==> src/rtl/core/gbr_ram.sv <==
// ----------------------------------------------------------------------------
// gbr_ram: simple dual-port synchronous RAM
// One write port and one read port, read data registered.
// ----------------------------------------------------------------------------
`default_nettype none

module gbr_ram #(
  parameter int WIDTH = 8,
  parameter int DEPTH = 16
) (
  input  wire logic                     clk,
  input  wire logic                     we,
  input  wire logic [$clog2(DEPTH)-1:0] waddr,
  input  wire logic [WIDTH-1:0]         wdata,
  input  wire logic                     re,
  input  wire logic [$clog2(DEPTH)-1:0] raddr,
  output logic      [WIDTH-1:0]         rdata
);

  logic [WIDTH-1:0] mem [DEPTH];

  // write beat
  always_ff @(posedge clk) begin
    if (we) begin
      mem[waddr] <= wdata;
    end
  end

  // registered read, hold when idle
  always_ff @(posedge clk) begin
    if (re) begin
      rdata <= mem[raddr];
    end
  end

endmodule

`default_nettype wire

==> config.mk <==
export PLATFORM = sky130hd
export DESIGN_NAME = gbr_ram
export DESIGN_NICKNAME = d
export VERILOG_FILES = /design/src/rtl/core/gbr_ram.sv
export SDC_FILE = /design/constraint.sdc
export NUM_CORES = 1
export LEC_CHECK = 0
export BUFFER_PORTS_ARGS = -buffer_cell sky130_fd_sc_hd__buf_2
export CORE_MARGIN = 10
export CORE_UTILIZATION = 59
export DETAILED_ROUTE_END_ITERATION = 16
export HOLD_SLACK_MARGIN = 0.06
export PLACE_DENSITY = 0.73
export SYNTH_ARGS = -nofsm -noshare
export SYNTH_HDL_FRONTEND = slang
export SYNTH_SLANG_ARGS = --single-unit
==> constraint.sdc <==
create_clock -name clk -period 2.37 [get_ports clk]
set_input_delay 0.5925 -clock clk [delete_from_list [all_inputs] [get_ports clk]]
set_output_delay 0.5925 -clock clk [all_outputs]
set_load 0.02 [all_outputs]
* Word-level counts from Yosys, hierarchy flattened
Memory sizes are Yosys's and may differ from the RTL's. A register that Yosys moved wholly into a read port is not among the register bits.
Cells that the tools add are included.
** Storage, ports and cells
- Flip-flop bits (word level) :: 0
- Memory bits (writable) :: 128
- Memories :: 1
** Operators by class
- Muxes and demuxes :: 2
** Memories
- mem :: depth 16, bits a word 8, rd ports 1, clocked after memory_dff 1, wr ports 1, line 20 : logic [WIDTH-1:0] mem [DEPTH];
** Operators by type and width (number)
- 1-bit two-way mux :: 2

* Logic depth before layout (Yosys ltp)
Gate-level depths: netlist (run 1).
- Depth after elaboration :: 2
- Depth in mapped cells :: 5

* Worst setup path after synthesis (run 1)
No wires, ideal clock.
- Kind :: input-to-reg
- Start point :: input waddr[2]
- End point :: memory mem[0][0] (enable)
- Arrival time :: 1.702 ns
- Slack :: 0.285 ns
- Stages :: 2
- Buffers on the path :: 0
- Cell sequence :: or3b_2 nor3_1
** RTL lines
- start: declaration :: line 13 : input wire logic [$clog2(DEPTH)-1:0] waddr,
- end: declaration :: line 20
No word-level cell before the write port.

* Worst setup path after layout (run 1)
- Start point :: register rdata[4], read port of mem
- End point :: output rdata[4]
** RTL lines
- start: declaration :: line 17 : output logic [WIDTH-1:0] rdata
No word-level cell between the ends.

==> flow_metrics.env, run 1 <==
export IMPL_ys_flop_type="edfxtp_1"
export IMPL_grt_antenna_before_repair=0
export IMPL_holdCritStartpoint="wdata[7]"
export IMPL_crit_family="flip-flops"
export IMPL_grt_overflow=0
export IMPL_synth_simple_area_share_pct=3.135
export IMPL_holdWs_ns=0.4770
export IMPL_synth_compound_area_share_pct=2.298
export IMPL_num_vias=2524
export IMPL_synth_top_area_share_pct=78.12
export IMPL_synth_top_area_cell="edfxtp_1"
export IMPL_grt_use_total_pct=17.01
export IMPL_layout_drive_gt1_share_pct=32.44
export IMPL_grt_max_degree=33
export IMPL_max_slew_margin_pct=72.61
export IMPL_fin_skew_ns=0.004638
export IMPL_synth_edf_count=136
export IMPL_root_buffer="clkbuf_8"
export IMPL_cts_sinks=136
export IMPL_yosysWarnings=0
export IMPL_grt_util_met1_pct=22.84
export IMPL_synth_top_cells_by_area="edfxtp_1 78%, mux4_2 7.8%, mux4_1 7.0%"
export IMPL_syn_avg_cell_area_sq_um=22.83
export IMPL_diodes=0
export IMPL_instances_no_fill=407
export IMPL_worstSetupStartpoint="rdata[4]$_DFFE_PP_"
export IMPL_grt_pass1_wl_microns=16100
export IMPL_coreArea_sq_um=8678
export IMPL_h_tree_depth=4
export IMPL_via_per_inst=6.201
export IMPL_rsz0062_at_grt="no"
export IMPL_clock_latency_ns=0.50
export IMPL_synth_mux_area_share_pct=14.79
export IMPL_worstPathBufferInverterCount=1
export IMPL_wl_per_cell_microns=24.90
export IMPL_synth_cells=229
export IMPL_cp_arrival_ns=1.13
export IMPL_cts_resized_gates=0
export IMPL_cpMaxStageDelayCell="edfxtp_1"
export IMPL_cts_hold_buf=0
export IMPL_floorplan_initialDensity_pct=60.24
export IMPL_dr_pass1_iters=5
export IMPL_gp_congestion=0.7486
export IMPL_placedCellCount=375
export IMPL_synthDistinctLibCells=18
export IMPL_setup_viol=0
export IMPL_rr_startpoint="mem[5][3]$_DFFE_PP_"
export IMPL_portBuffers=26
export IMPL_ys_top_cells_by_count="136 x edfxtp_1, 18 x mux4_2, 16 x a22oi_1, 14 x mux4_1, 13 x nor2_1"
export IMPL_outcome="finished clean"
export IMPL_die_w_microns=114.1
export IMPL_die_area_sq_um=13030
export IMPL_drc=0
export IMPL_hpwl_microns=6265
export IMPL_fp_dieH_microns=114.1
export IMPL_max_freq_mhz=579.3
export IMPL_timing_final_crit_period_ns=1.726
export IMPL_max_stage_delay_ns=0.44
export IMPL_gr_usage_met3_pct=6.132
export IMPL_busiest_layer="met2"
export IMPL_hold_viol=0
export IMPL_num_rows=34
export IMPL_drt_iter0_markers=198
export IMPL_fin_crit_sh_pct=72.83
export IMPL_vdd_drop_max_v=0.0006197
export IMPL_yosysSeqAreaShare_pct=78.12
export IMPL_worst_slew_pin_slew_ns=0.4093
export IMPL_critPathRequiredTime_ns=1.78
export IMPL_maxCapViolCount=0
export IMPL_final_antenna_net_count=0
export IMPL_startpoint_type="flip-flop"
export IMPL_synth_fa_ha_area_share_pct=0
export IMPL_ios=27
export IMPL_post_cts_buffers=0
export IMPL_ys_seq_elements=136
export IMPL_cp_max_fo=1
export IMPL_pre_cts_slack_ns=0.1779
export IMPL_cts_inserted_buffers=17
export IMPL_synth_net_count=248
export IMPL_met2_usage_pct=24.87
export IMPL_cts_tree="built"
export IMPL_clkSlewWorstSetupHoldPaths_ns=0.06
export IMPL_powerDensity_nw_per_um2=895.8
export IMPL_crit_type="reg -> out"
export IMPL_synth_most_common_cell="edfxtp_1"
export IMPL_num_nets_final=305
export IMPL_clockBufferDepth=2
export IMPL_area_growth_pct=18.62
export IMPL_synth_xor_area_share_pct=0
export IMPL_wl_microns=10130
export IMPL_grt_pass1_vias=2731
export IMPL_synthArstFlopShare_pct=0
export IMPL_power_leakage_nw=2.119
export IMPL_fin_util_pct=71.45
export IMPL_finalMaxSlewViolations=0
export IMPL_synth_area_sq_um=5228
export IMPL_r2r_setup_slack_ns=0.83
export IMPL_fin_setup_tns_ns=0
export IMPL_synth_top_family_by_area="multiplexers"
export IMPL_end_kind="primary output"
export IMPL_path_cells="buf_2"
export IMPL_worst_slack_ns=0.6439
export IMPL_worstHoldPathType="in -> reg"
## cell type report
cell class	count	area, sq um
Fill cell	536	2477
Clock buffer	18	417.9
Tap cell	108	135.1
Timing Repair Buffer	48	332.8
Clock inverter	14	173.9
Multi-Input combinational cell	83	1057
Sequential cell	136	4084
## flip-flops by register name, indices dropped and copies added, names as in the netlist
signal  count
rdata       8
mem       128
## worst paths after layout
| path | to | cells after the start |
|---|---|---|
| max | rdata[4] | 1 |
| min | mem[3][7]$_DFFE_PP_ | 1 |
| max reg2reg | rdata[3]$_DFFE_PP_ | 3 |
| min reg2reg | rdata[2]$_DFFE_PP_ | 3 |
## stage by stage
step | instance area [sq um] | power, mW
detailed placement | 5609 | 3.044
global placement | 5609 | 3.034
CTS | 6201 | 5.601
floorplan | 5228 | 2.922
finish | 6201 | 5.555
global route | 6201 | 5.751
## report_power, final
part / total (mW) / leakage, nW / internal (mW) / switching, mW
clock network: 2.56 / 0.279 / 1.61 / 0.955
logic: 0.265 / 0.603 / 0.111 / 0.154
registers: 2.73 / 1.24 / 2.71 / 0.0160
## cell usage in the layout, fill, tap and decap left out, types with 2 or more instances in the layout
master      netlist  layout
nand2_1           9       9
clkbuf_16         0      16
nor3_1            4       4
mux4_2           18      18
nor2_1           13      13
clkinv_4          0       4
inv_6             0       2
nand2b_1          2       2
edfxtp_1        136     136
mux4_1           14      14
buf_12            0       3
bufinv_16         0       3
nand3b_1          2       2
a22oi_1          16      16
clkinvlp_4        0       3
buf_2             3      26
buf_4             1      19
## layer usage
layer,wire [microns],share of wire (%)
met1,4096,40
met2,4927,49
met3,925,9.1
met4,184,1.8
met5,0,0
## kinds of logic after synthesis
family | Yosys count
buf+inv | 10
compound gates | 16
simple gates | 35
flops | 136
mux | 32
(Power assumes the default switching activity.)
==> run 2, diff against run 1 <==
Clock period 2.37 ns to 1.6 ns, I/O delays scaled along.
==> run 2 against run 1 <==
Against the previous run:
- flip-flop and latch count unchanged
- critical path type is now reg -> reg
- wire length increased by 5.1%
- core utilization increased by 2.1 points
- first-iteration DRC count increased by 6.1%
- hold slack got worse by 0.22 ns
- clock-buffer cell count decreased by 1
- sequential power increased by 48%
==> flow_metrics.env, run 2 (synthesis results as in run 1) <==
export IMPL_largest_reg_flops=128
export IMPL_power_frac_comb_pct=5.0
export IMPL_grt_overflow=0
export IMPL_maxCapViolCount=0
export IMPL_regMostFlops="mem"
export IMPL_final_antenna_net_count=0
export IMPL_p_clk_share_pct=49.1
export IMPL_grt_max_degree=21
export IMPL_powerDensity_nw_per_um2=1377
export IMPL_fin_skew_ns=0.009890
export IMPL_placedCellCount=389
export IMPL_coreArea_sq_um=8678
export IMPL_seq_area_sq_um=4084
export IMPL_setup_viol=0
export IMPL_power_leakage_nw=2.192
export IMPL_grt_pass1_wl_microns=16520
export IMPL_layout_commonest_cell="edfxtp_1"
export IMPL_holdPathStages=1
export IMPL_floorplan_initialDensity_pct=60.24
export IMPL_timing_final_crit_period_ns=1.534
export IMPL_h_tree_depth=4
export IMPL_whs_endpoint="rdata[0]$_DFFE_PP_"
export IMPL_dr_pass1_iters=4
export IMPL_clock_latency_ns=0.52
export IMPL_instances_no_fill=421
export IMPL_clkSlewWorstSetupHoldPaths_ns=0.07
export IMPL_num_vias=2585
export IMPL_startpoint_type="flip-flop"
export IMPL_cts_sinks=136
export IMPL_crit_type="reg -> reg"
export IMPL_fin_crit_sh_pct=95.86
export IMPL_ios=27
export IMPL_cts_inserted_buffers=17
export IMPL_worst_slew_pin_slew_ns=0.8200
export IMPL_vdd_drop_max_v=0.0007761
export IMPL_cp_arrival_ns=1.79
export IMPL_layout_drive_gt1_share_pct=40.89
export IMPL_grt_antenna_before_repair=0
export IMPL_finalMaxSlewViolations=0
export IMPL_drc=0
export IMPL_cts_tree="built"
export IMPL_wl_microns=10650
export IMPL_num_nets_final=319
export IMPL_p_int_mw=7.064
export IMPL_cp_max_fo=1
export IMPL_worstRegToRegCells=3
export IMPL_die_area_sq_um=13030
export IMPL_max_freq_mhz=652.0
export IMPL_multi_input_area_sq_um=1018
export IMPL_worstHoldPathType="in -> reg"
export IMPL_outcome="finished clean"
export IMPL_diodes=0
export IMPL_seq_power_share_pct=45.9
export IMPL_holdCritStartpoint="re"
export IMPL_wl_per_cell_microns=25.29
export IMPL_r2r_setup_slack_ns=0.07
export IMPL_hpwl_microns=6794
export IMPL_clockBufferDepth=2
export IMPL_die_w_microns=114.1
export IMPL_rr_startpoint="mem[6][3]$_DFFE_PP_"
export IMPL_nFillCells=486
export IMPL_end_kind="flip-flop"
export IMPL_reg_top3="mem (128), rdata (8)"
export IMPL_hold_viol=0
export IMPL_grt_pass1_vias=2821
export IMPL_fp_dieH_microns=114.1
export IMPL_rsz0062_at_grt="no"
export IMPL_p_switching_mw=1.729
export IMPL_grt_use_total_pct=17.49
export IMPL_most_common_layout_cells="136 x edfxtp_1, 31 x mux4_2, 29 x buf_4"
export IMPL_area_growth_pct=22.19
export IMPL_holdWs_ns=0.2530
export IMPL_portBuffers=26
export IMPL_root_buffer="clkbuf_8"
export IMPL_num_rows=34
export IMPL_critPathRequiredTime_ns=1.86
export IMPL_fin_util_pct=73.60
export IMPL_via_per_inst=6.140
export IMPL_max_slew_margin_pct=45.13
export IMPL_drt_iter0_markers=210
export IMPL_switching_share_pct=19.67
export IMPL_timing_rr_end="rdata[3]$_DFFE_PP_"
export IMPL_gp_congestion=0.8020
[run 2: final cells by class]
type	count	share of cell area [%]
clock inverters	15	3.879
well taps	108	2.116
repair buffers	62	7.640
flip-flops and latches	136	63.94
multi-input cells	83	15.95
clock buffers	17	6.484
[run 2: worst max path at each step]
| stage | startpoint | to | slack, ns | cells after the start |
|---|---|---|---|---|
| 3_5_place_dp | raddr[0] | rdata[1]$_DFFE_PP_ | -0.43 | 6 |
| 6_report | mem[6][3]$_DFFE_PP_ | rdata[3]$_DFFE_PP_ | 0.07 | 3 |
| 4_1_cts | mem[2][0]$_DFFE_PP_ | rdata[0]$_DFFE_PP_ | 0.06 | 3 |
| 5_1_grt | raddr[0] | rdata[1]$_DFFE_PP_ | 0.02 | 6 |
| 3_3_place_gp | raddr[0] | rdata[1]$_DFFE_PP_ | -0.42 | 6 |
| 2_1_floorplan | waddr[2] | mem[3][0]$_DFFE_PP_ | -0.07 | 2 |
[run 2: metal layers]
layer / wire length, microns / track usage (%) / vias up / part of all wire [%]
met5: 0 / 0 / - / 0
met4: 168 / 7.937 / 0 / 1.6
met3: 969 / 5.031 / 17 / 9.1
met2: 5216 / 26.54 / 115 / 49
met1: 4295 / 23.06 / 1342 / 40
li1: - / - / 1111 / -
[run 2: timing repair]
item,CTS,global route
setup buffers,0,0
gates resized for setup,0,1
setup endpoints to repair,0,1
hold buffers,0,0
[run 2: through the flow]
stage	cell area (sq um)	power [mW]	setup TNS (ns)	setup WS (ns)
after floorplan	5218	4.347	-1.985	-0.06615
after global placement	5720	4.530	-4.372	-0.4219
after detailed placement	5720	4.545	-4.599	-0.4260
after CTS	6382	8.837	0	0.05587
after global routing	6387	9.042	0	0.01772
final	6387	8.793	0	0.06625
[run 2: critical path: stages, from the launching register on]
cell and delay, ns:
edfxtp_1 0.41, mux4_2 0.50, a22oi_1 0.27, nand2_1 0.10
[run 2: power groups by stage]
stage	clock network [mW]	registers (mW)	logic [mW]
2_1_floorplan	0	4.13	0.221
3_3_place_gp	0	4.11	0.425
3_5_place_dp	0	4.11	0.434
4_1_cts	4.36	4.04	0.439
5_1_grt	4.53	4.04	0.471
6_report	4.32	4.04	0.437
