--- config.mk ---
export PLATFORM = sky130hd
export DESIGN_NAME = gbr_cfg
export DESIGN_NICKNAME = d
export VERILOG_FILES = /design/src/rtl/core/gbr_pkg.sv /design/src/rtl/core/gbr_cfg.sv
export SDC_FILE = /design/constraint.sdc
export NUM_CORES = 1
export LEC_CHECK = 0
export ABC_AREA = 1
export BUFFER_PORTS_ARGS = -buffer_cell sky130_fd_sc_hd__buf_2
export CAP_MARGIN = 5
export CORE_UTILIZATION = 33
export CTS_BUF_LIST = sky130_fd_sc_hd__clkbuf_4 sky130_fd_sc_hd__clkbuf_8
export DETAILED_ROUTE_END_ITERATION = 7
export GPL_ROUTABILITY_DRIVEN = 0
export PLACE_DENSITY = 0.84
export SYNTH_ARGS = -nofsm -noshare
export SYNTH_HDL_FRONTEND = slang
export SYNTH_SLANG_ARGS = --single-unit
--- constraint.sdc ---
create_clock -name clk -period 1.12 [get_ports clk]
set_input_delay 0.168 -clock clk [delete_from_list [all_inputs] [get_ports clk]]
set_output_delay 0.168 -clock clk [all_outputs]
set_load 0.01 [all_outputs]
--- src/rtl/core/gbr_pkg.sv ---
// ----------------------------------------------------------------------------
// gbr_pkg: shared types and constants of the grid escape router
// Grid geometry, cell and queue entry layouts, and the cell index and neighbor step functions.
// ----------------------------------------------------------------------------
`default_nettype none

package gbr_pkg;

  localparam int MAX_SIDE = 64;
  localparam int GRID_N   = MAX_SIDE + 2;
  localparam int CELLS    = GRID_N * GRID_N;
  localparam int CELL_AW  = $clog2(CELLS);
  localparam int COORD_W  = $clog2(GRID_N + 1);
  localparam int DIST_W   = 13;
  localparam int SIDE_W   = 7;

  typedef logic [1:0]         kind_t;
  typedef logic [COORD_W-1:0] coord_t;
  typedef logic [DIST_W-1:0]  dist_t;
  typedef logic [CELL_AW-1:0] cidx_t;

  localparam kind_t KIND_OUT  = 2'd0;
  localparam kind_t KIND_IN   = 2'd1;
  localparam kind_t KIND_OBST = 2'd2;

  localparam dist_t DIST_MAX = '1;

  // Commands
  localparam logic [1:0] FUNC_INIT  = 2'd0;
  localparam logic [1:0] FUNC_OBST  = 2'd1;
  localparam logic [1:0] FUNC_ROUTE = 2'd2;

  // Neighbor directions in probe order
  localparam logic [1:0] DIR_RIGHT = 2'd0;
  localparam logic [1:0] DIR_UP    = 2'd1;
  localparam logic [1:0] DIR_LEFT  = 2'd2;
  localparam logic [1:0] DIR_DOWN  = 2'd3;

  // Configuration register index (byte address bit 2)
  localparam logic CFG_IDX_SIDE = 1'b0;

  typedef struct packed {
    kind_t kind;
    dist_t hops;
  } cell_t;

  typedef struct packed {
    coord_t row;
    coord_t col;
    dist_t  hops;
  } qent_t;

  typedef struct packed {
    logic   ok;
    coord_t row;
    coord_t col;
  } nb_t;

  localparam int CELL_W = $bits(cell_t);
  localparam int QENT_W = $bits(qent_t);

  // Linear cell index: row * GRID_N + col
  function automatic cidx_t cell_idx(input coord_t r, input coord_t c);
    cidx_t acc;
    acc = '0;
    for (int b = 0; b < COORD_W; b++) begin
      if (r[b]) begin
        acc = acc + cidx_t'(GRID_N << b);
      end
    end
    return acc + cidx_t'(c);
  endfunction

  // Neighbor of (r, c) in direction d, bounded to an h x h area
  function automatic nb_t nb_step(input coord_t r, input coord_t c,
                                  input logic [1:0] d, input coord_t h);
    nb_t n;
    n.ok  = 1'b1;
    n.row = r;
    n.col = c;
    case (d)
      DIR_RIGHT: begin
        n.col = c + coord_t'(1);
        n.ok  = ((c + coord_t'(1)) < h);
      end
      DIR_UP: begin
        n.row = r - coord_t'(1);
        n.ok  = (r != '0);
      end
      DIR_LEFT: begin
        n.col = c - coord_t'(1);
        n.ok  = (c != '0);
      end
      default: begin
        n.row = r + coord_t'(1);
        n.ok  = ((r + coord_t'(1)) < h);
      end
    endcase
    return n;
  endfunction

endpackage

`default_nettype wire

--- src/rtl/core/gbr_cfg.sv ---
// ----------------------------------------------------------------------------
// gbr_cfg: configuration register bank
// Holds the interior side length and presents its clamped value.
// ----------------------------------------------------------------------------
`default_nettype none

module gbr_cfg
  import gbr_pkg::*;
(
  input  wire logic              clk,
  input  wire logic              rst_n,
  input  wire logic              psel,
  input  wire logic              penable,
  input  wire logic              pwrite,
  input  wire logic [2:0]        paddr,
  input  wire logic [31:0]       pwdata,
  output logic      [31:0]       prdata,
  output logic                   pready,
  output logic      [SIDE_W-1:0] side_eff
);

  logic [SIDE_W-1:0] side_r;

  // take a write beat
  always_ff @(posedge clk) begin
    if (!rst_n) begin
      side_r <= SIDE_W'(MAX_SIDE);
    end else if (psel && penable && pwrite && (paddr[2] == CFG_IDX_SIDE)) begin
      side_r <= pwdata[SIDE_W-1:0];
    end
  end

  // clamp the side into 1..MAX_SIDE
  always_comb begin
    if (side_r == '0) begin
      side_eff = SIDE_W'(1);
    end else if (side_r > SIDE_W'(MAX_SIDE)) begin
      side_eff = SIDE_W'(MAX_SIDE);
    end else begin
      side_eff = side_r;
    end
  end

  assign prdata = (paddr[2] == CFG_IDX_SIDE) ? {{(32-SIDE_W){1'b0}}, side_r} : 32'd0;
  assign pready = 1'b1;

endmodule

`default_nettype wire

### Yosys cells after proc, flatten, opt, wreduce, memory -nomap -nowiden

Cells that the tools add are included.

* bitwise logic cells: 1
* muxes and demuxes: 3
* reduce and logical (&&, ||, !) cells: 4
* magnitude comparators: 1

Operators by type and width (count)
* 7-bit two-way mux: 3
* 7-bit greater-than comparator (second input constant): 1
* 7-bit logical NOT: 1
* 1-bit logical AND: 3
* 1-bit NOT: 1

* bits in registers: 7
* input bits: 40

### Depth between registers and ports, before layout

Gate-level depths: netlist of the first run.

* depth in word-level cells: 3
* depth in mapped cells: 6

### Worst setup path before layout of the first run

OpenSTA, ideal clock, no wires.

* path kind: reg2out
* start point: register side_r[4]
* end point: output port side_eff[1]
* slack: 164 ps
* stages on the path, launching flop included: 6
* data required time: 952 ps
* arrival: 788 ps
* path through: dfxtp_1 > nor2_1 > nand3_1 > nand2_1 > inv_2 > nor2_1

* cells in the longest elaborated chain, start to end: 3
* elaborated cells between the ends (all ways): 4
* those cells by class: order compare: 1; mux: 2; reduce/logical: 1

RTL lines
* start: declaration: line gbr_cfg.sv:22 `logic [SIDE_W-1:0] side_r;`
* start signal: assignment: line gbr_cfg.sv:27 `side_r <= SIDE_W'(MAX_SIDE);`
* start signal: assignment: line gbr_cfg.sv:29 `side_r <= pwdata[SIDE_W-1:0];`
* 7-bit greater-than comparator: line gbr_cfg.sv:37 `end else if (side_r > SIDE_W'(MAX_SIDE)) begin`
* 7-bit two-way mux: line gbr_cfg.sv:37
* 7-bit two-way mux (*): line gbr_cfg.sv:35 `if (side_r == '0) begin`
* end: declaration: line gbr_cfg.sv:19 `output logic [SIDE_W-1:0] side_eff`

Mark *: on every way between the ends. The rest lies on a longest branch, timed or not.

### Worst setup path after layout of the first run

* start point: register side_r[0]
* end point: output port side_eff[1]

Same word-level chain as after synthesis.

==> metrics.md, run 1 <==
| Metric | Value |
|---|---|
| Status | `finished with violations` |
| Violated checks | `setup timing` |
| Area growth syn-to-layout | `26.8%` |
| Main area contributors after synthesis | `buf_4 (30%), dfxtp_1 (22%), nor2_1 (16%)` |
| Clock Power Share | `a little over a third` |
| Drt initial violations | `6` |
| Internal power | `486 uW` |
| Worst reg-to-reg setup slack | `0.30 ns` |
| Share of the synthesized area in the top cell type | `30.1%` |
| Final Max Tran Viols | `0` |
| Reg2reg start | `side_r[5]$_SDFFE_PN0P_` |
| CP endpoint kind | `output port` |
| Die area | `2150 um2` |
| Pleak | `0.000482 uW` |
| Switching Power | `between 200 and 250 uW` |
| CTS Buf Count | `3` |
| Worst Hold Class | `primary input to flip-flop` |
| Regs by FF count | `side_r x7` |
| Hold Startpoint | `pwdata[6]` |
| Worst hold endpoint | `side_r[6]$_SDFFE_PN1P_` |
| Most common cell in the netlist | `nor2_1` |
| Die width | `between 40 and 50 um` |
| Crit-path slowest cell | `dfxtp_4` |
| Total grt overflow | `0` |
| Largest net degree at the start of global routing | `9` |
| Cell count after placement | `146` |
| Rows | `15` |
| Worst-Skew Late Latency | `0.25 ns` |
| Req. time, crit path | `around 0.95 ns` |
| Crit path cell chain | `nor2_4 -> nand3_2 -> nand2_2 -> inv_2 -> nor2_1 -> buf_2` |
| Max-cap violations | `0` |
| Max reg flops | `7` |
| Worst path bufs/invs | `2` |
| WL/cell | `slightly below 8 um` |
| Post-route minimum period | `1.35 ns` |
| Pre-CTS setup slack | `0.0506 ns` |
| CTS H-tree depth | `1` |
| Vias in the first global route | `roughly 500` |
| Final period utilization | `120%` |
| Antenna Cells | `0` |
| Sequential area share after synthesis | `21.6%` |
| Drt drc | `0` |
| Num Clock Sinks | `7` |
| Proportion of layout cells with a drive suffix above 1 | `43.8%` |
| Clk Tree Root Cell | `clkbuf_4` |
| Worst setup SP type | `flip-flop` |
| Hold path depth | `3` |
| Critical Path Fanout Max | `3` |
| Reg2reg path depth | `4` |
| First-pass GRT wire length | `1890 um` |
| Synth top cells by count | `nor2_1 (27), buf_4 (26), nand2_1 (12)` |
| # setup viols final | `6` |
| #FFs+latches synth | `7` |
| Final wirelength | `around 1200 um` |
| Core area | `1780 um2` |
| CP arrival | `between 1 and 1.5 ns` |
| TritonCTS clock tree | `built` |
| Post-synth top flop | `dfxtp_1` |
| CP top delay family | `simple AND/OR/NAND/NOR gates` |
| Port bufs | `26` |
| Clk buf depth | `2` |
| Cell taking the most area after synthesis | `buf_4` |
| Pre-antenna DRT Iters | `3` |
| Syn Std Cell Area | `648 um2` |
| Finished Layout Cells | `155` |
| HPWL after detailed placement | `934 um` |
| Starting Density | `36.4%` |
| Worst ir drop on vdd | `433 uV` |
| Sw Ratio | `31.3%` |
| Final TNS setup | `-0.930 ns` |
| Post-Synthesis Cells | `99` |
| Nets | `171` |
| Worst Skew | `0 ns` |
| RSZ-0062 raised after global routing | `yes` |
| Clock transition at path regs | `0.05 ns` |
| Comb power frac | `27.2%` |
| WS Path Type | `flip-flop to output port` |
| Top reg by flops | `side_r` |
| Ys Warns | `0` |
| Cell variety after synth | `15` |
| GRT Overall Usage | `between 10% and 20%` |
| Flop pwr share | `between 30% and 40%` |
| Reg-to-Reg End | `side_r[5]$_SDFFE_PN0P_` |
| Fmax | `0.741 GHz` |
| IO Count | `80` |
| Die Y | `46.3 um` |
| Post-route ant nets | `0` |
| Slowest cell delay on critical path | `between 0.3 and 0.4 ns` |
| Synth async-reset ratio | `0%` |
| Setup slack after layout | `-0.229 ns` |
| Power per standard cell area | `861 nW/um2` |
| Worst hold slack | `about 0.12 ns` |
| Syn avg cell area | `6.55 um2` |
| DR vias | `593` |
| EDFF count, synth | `0` |
| Initial antenna violation count | `0` |
| Final Hold Vio Count | `0` |
| Post-DR vias/cell | `3.83` |
## what timing repair did
item | CTS | global route
pin swaps | 4 | 2
hold buffers | 0 | 0
buffers inserted | 4 | 1
setup endpoints to repair | 5 | 10
resized for setup | 8 | 18
## kinds of logic after synthesis
logic type             after synthesis  synth area share (%)
and+or+nand+nor                     51                  37.6
buffers and inverters               39                  39.6
DFF                                  7                  21.6
other                                2                  1.16
## power by group through the flow
stage | clock network (uW) | logic, uW | registers [uW]
2_1_floorplan | 0 | 188 | 269
3_3_place_gp | 0 | 156 | 271
3_5_place_dp | 0 | 161 | 271
4_1_cts | 259 | 172 | 268
5_1_grt | 275 | 218 | 267
6_report | 249 | 192 | 266
## per-stage QoR
step / instance area (um2) / util (%) / total power (uW)
finish: 822 / 46.1 / 708
global route: 822 / 46.1 / 760
CTS: 763 / 42.8 / 698
detailed placement: 689 / 38.7 / 432
global placement: 689 / 38.7 / 427
floorplan: 738 / - / 457
## cell usage in the layout, fill, tap and decap left out, drive strengths merged
cell,n
buf,31
nor2,28
conb,26
nand2,13
inv,10
dfxtp,7
nand3b,6
clkbuf,4
nand3,3
and2,1
clkinv,1
## metal layers
layer	wire, um	part of all wire, %	track usage (%)	vias up
met5	0	0	0	-
met4	14	1.1	8.82	0
met3	77	6.3	2.75	2
met2	716	58	24.4	34
met1	417	34	11.0	255
li1	-	-	-	302
## worst reg2reg max path, cell delays in order, from the launching register on
cell and delay [ns]:
dfxtp_2 0.33, buf_4 0.13, buf_6 0.11, nor2_1 0.10, nor2_1 0.05
## area by class of cell
type	count	area (um2)
fill	180	961
multi-input combinational	77	377
timing repair buffer	31	179
sequential	7	156
inverter	11	48.8
tap	25	31.3
clock buffer	4	30.0
## how the worst max path moves through the flow
stage / start / endpoint / slack (ns) / cells past startpoint
after floorplan: side_r[4]$_SDFFE_PN0P_ / side_eff[1] / 0.16 / 5
after global placement: side_r[4]$_SDFFE_PN0P_ / side_eff[1] / 0.09 / 6
after detailed placement: side_r[4]$_SDFFE_PN0P_ / side_eff[2] / 0.05 / 6
after CTS: side_r[5]$_SDFFE_PN0P_ / side_eff[2] / -0.17 / 6
after global routing: side_r[5]$_SDFFE_PN0P_ / side_eff[1] / -0.29 / 6
final: side_r[0]$_SDFFE_PN0P_ / side_eff[1] / -0.23 / 6
Note: power is estimated with default switching activity, not from simulation.
==> inputs of run 2 (changes only) <==
- BUFFER_PORTS_ARGS: -buffer_cell sky130_fd_sc_hd__buf_2 -> not set
- CORE_UTILIZATION: 33 -> 40
- DONT_BUFFER_PORTS: not set -> 1
- PLACE_DENSITY: 0.84 -> 0.56
==> run 2 against run 1 <==
Compared with the run above:
- the run still ends with setup timing left
- clock-buffer cell count unchanged
- global-route usage down 1.7 points
- worst setup slack better by 0.13 ns
- final area down 17%
- cell count down 22%
- utilization down 0.92 points
- maximum frequency up 11%
- register-to-register slack better by 0.07 ns
- clock power about the same
- combinational power down 17%
- sequential share of layout area up 2.3 points
- critical path depth down 1
- critical endpoint is now side_eff[5]
==> metrics.md, run 2 (synthesis results as in run 1) <==
| Metric | Value |
|---|---|
| Status | `finished with violations (unchanged)` |
| Violated checks | `setup timing (unchanged)` |
| Final TNS setup | `-0.378 ns (was -0.930 ns)` |
| Worst Skew | `0 ns (unchanged)` |
| Die area | `1790 um2 (was 2150 um2)` |
| Rows | `14 (was 15)` |
| Post-route minimum period | `1.22 ns (was 1.35 ns)` |
| Cell count after placement | `112 (was 146)` |
| Vias in the first global route | `374 (was 487)` |
| Clk Tree Root Cell | `clkbuf_4 (unchanged)` |
| Area growth syn-to-layout | `5.02% (was 26.8%)` |
| CP endpoint kind | `output port (unchanged)` |
| WS Path Type | `flip-flop to output port (unchanged)` |
| CTS Buf Count | `3 (unchanged)` |
| Setup slack after layout | `-0.0956 ns (was -0.229 ns)` |
| Initial antenna violation count | `0 (unchanged)` |
| Regs by FF count | `side_r x7 (unchanged)` |
| TritonCTS clock tree | `built (unchanged)` |
| Worst Hold Class | `primary input to flip-flop (unchanged)` |
| WL/cell | `8.48 um (was 7.91 um)` |
| Fmax | `0.823 GHz (was 0.741 GHz)` |
| Port bufs | `0 (was 26)` |
| Max reg flops | `7 (unchanged)` |
| Final wirelength | `1030 um (was 1230 um)` |
| Req. time, crit path | `0.95 ns (about the same)` |
| Critical Path Fanout Max | `3 (unchanged)` |
| CTS H-tree depth | `1 (unchanged)` |
| Nets | `146 (was 171)` |
| Final Max Tran Viols | `0 (unchanged)` |
| Num Clock Sinks | `7 (unchanged)` |
| Die Y | `42.3 um (was 46.3 um)` |
| Post-route ant nets | `0 (unchanged)` |
| Core area | `1510 um2 (was 1780 um2)` |
| Max-cap violations | `0 (unchanged)` |
| Total grt overflow | `0 (unchanged)` |
| Most frequent cells in the layout | `conb_1 (26), nor2_1 (16), nand2_1 (10), nor2_2 (8), inv_1 (7) (was conb_1 (26), buf_2 (26), nor2_1 (22), nand2_1 (11), nand3b_1 (6))` |
| Largest net degree at the start of global routing | `9 (unchanged)` |
| Final Hold Vio Count | `0 (unchanged)` |
| Pre-antenna DRT Iters | `4 (was 3)` |
| Clk buf depth | `2 (unchanged)` |
| Power per standard cell area | `989 nW/um2 (was 861 nW/um2)` |
| Pre-CTS setup slack | `0.0794 ns (was 0.0506 ns)` |
| Commonest non-fill, non-tap cell in the layout | `conb_1` |
| Finished Layout Cells | `121 (was 155)` |
| Worst-Skew Late Latency | `0.24 ns (was 0.25 ns)` |
| Worst setup SP type | `flip-flop (unchanged)` |
| Drt initial violations | `2 (was 6)` |
| Antenna Cells | `0 (unchanged)` |
| Clock transition at path regs | `0.05 ns (about the same)` |
| Worst ir drop on vdd | `458 uV (was 433 uV)` |
| Proportion of layout cells with a drive suffix above 1 | `30.5% (was 43.8%)` |
| Final period utilization | `109% (was 120%)` |
| First-pass GRT wire length | `1510 um (was 1890 um)` |
| HPWL after detailed placement | `811 um (was 934 um)` |
| Starting Density | `43.0% (was 36.4%)` |
| GRT Overall Usage | `10.9% (was 12.6%)` |
| DR vias | `490 (was 593)` |
| Die width | `42.3 um (was 46.3 um)` |
| # setup viols final | `4 (was 6)` |
| Drt drc | `0 (unchanged)` |
| Post-DR vias/cell | `4.05 (was 3.83)` |
| Top reg by flops | `side_r (unchanged)` |
| Pleak | `0.000348 uW (was 0.000482 uW)` |
| RSZ-0062 raised after global routing | `yes (unchanged)` |
| IO Count | `80 (unchanged)` |
| CP arrival | `1.05 ns (was 1.18 ns)` |
==> run 2: cell types whose count changed in the layout (fill, tap and decap cells not counted) <==
cell,change
nor2_1,-6
dfxtp_1,+3
nand2_2,+1
buf_4,+3
dfxtp_4,-3
buf_6,-3
nor2_2,+6
buf_2,-26
inv_2,-2
dlygate4sd3_1,+1
inv_1,+2
nand3_1,+1
nand2_1,-1
nand3_2,-1
==> run 2: where the power goes <==
| group | total, uW | leakage, uW | internal, uW | switching, uW |
|---|---|---|---|---|
| registers | 267 | 0.0000588 | 259 | 8.16 |
| logic | 159 | 0.000271 | 47.9 | 111 |
| clock network | 246 | 0.0000184 | 160 | 86.6 |
==> run 2: critical path: stages (launching register included) <==
cell,delay (ns)
dfxtp_2,0.32
nor2_2,0.13
nand3_1,0.10
nand2_2,0.10
inv_4,0.06
nor2_4,0.10
==> run 2: worst paths after layout <==
path / slack [ns] / cells after the start / end / start
max: -0.1 / 5 / side_eff[5] / side_r[5]$_SDFFE_PN0P_
max reg2reg: 0.37 / 3 / side_r[6]$_SDFFE_PN1P_ / side_r[6]$_SDFFE_PN1P_
min: 0.03 / 2 / side_r[4]$_SDFFE_PN0P_ / rst_n
min reg2reg: 0.51 / 2 / side_r[4]$_SDFFE_PN0P_ / side_r[4]$_SDFFE_PN0P_
==> run 2: repair_timing <==
action / 4_1_cts / 5_1_grt
hold endpoints to repair: 0 / 1
pin swaps: 5 / 2
gates resized for setup: 13 / 8
buffers inserted: 4 / 0
hold buffers: 0 / 1
setup endpoints to repair: 4 / 9
==> run 2: stage by stage <==
stage	cell area, um2	utilization [%]	power (uW)	hold WS (ns)
global placement	556	36.9	393	0.265
floorplan	738	-	457	0.253
global route	681	45.2	725	0.0251
finish	681	45.2	673	0.0328
CTS	652	43.3	669	0.00794
detailed placement	556	36.9	395	0.264
==> run 2: layout make-up <==
type / count / area (um2)
Timing Repair Buffer: 6 / 47.5
Sequential cell: 7 / 145
Multi-Input combinational cell: 77 / 389
Clock buffer: 4 / 30.0
Inverter: 11 / 48.8
Tap cell: 16 / 20.0
Fill cell: 157 / 826
==> run 2: layer usage <==
metal / vias up / wire (um) / GRT usage (%)
met3: 0 / 106 / 4.31
met5: - / 0 / 0
met4: 0 / 0 / 3.75
met1: 206 / 404 / 13.2
li1: 254 / - / -
met2: 30 / 515 / 17.5
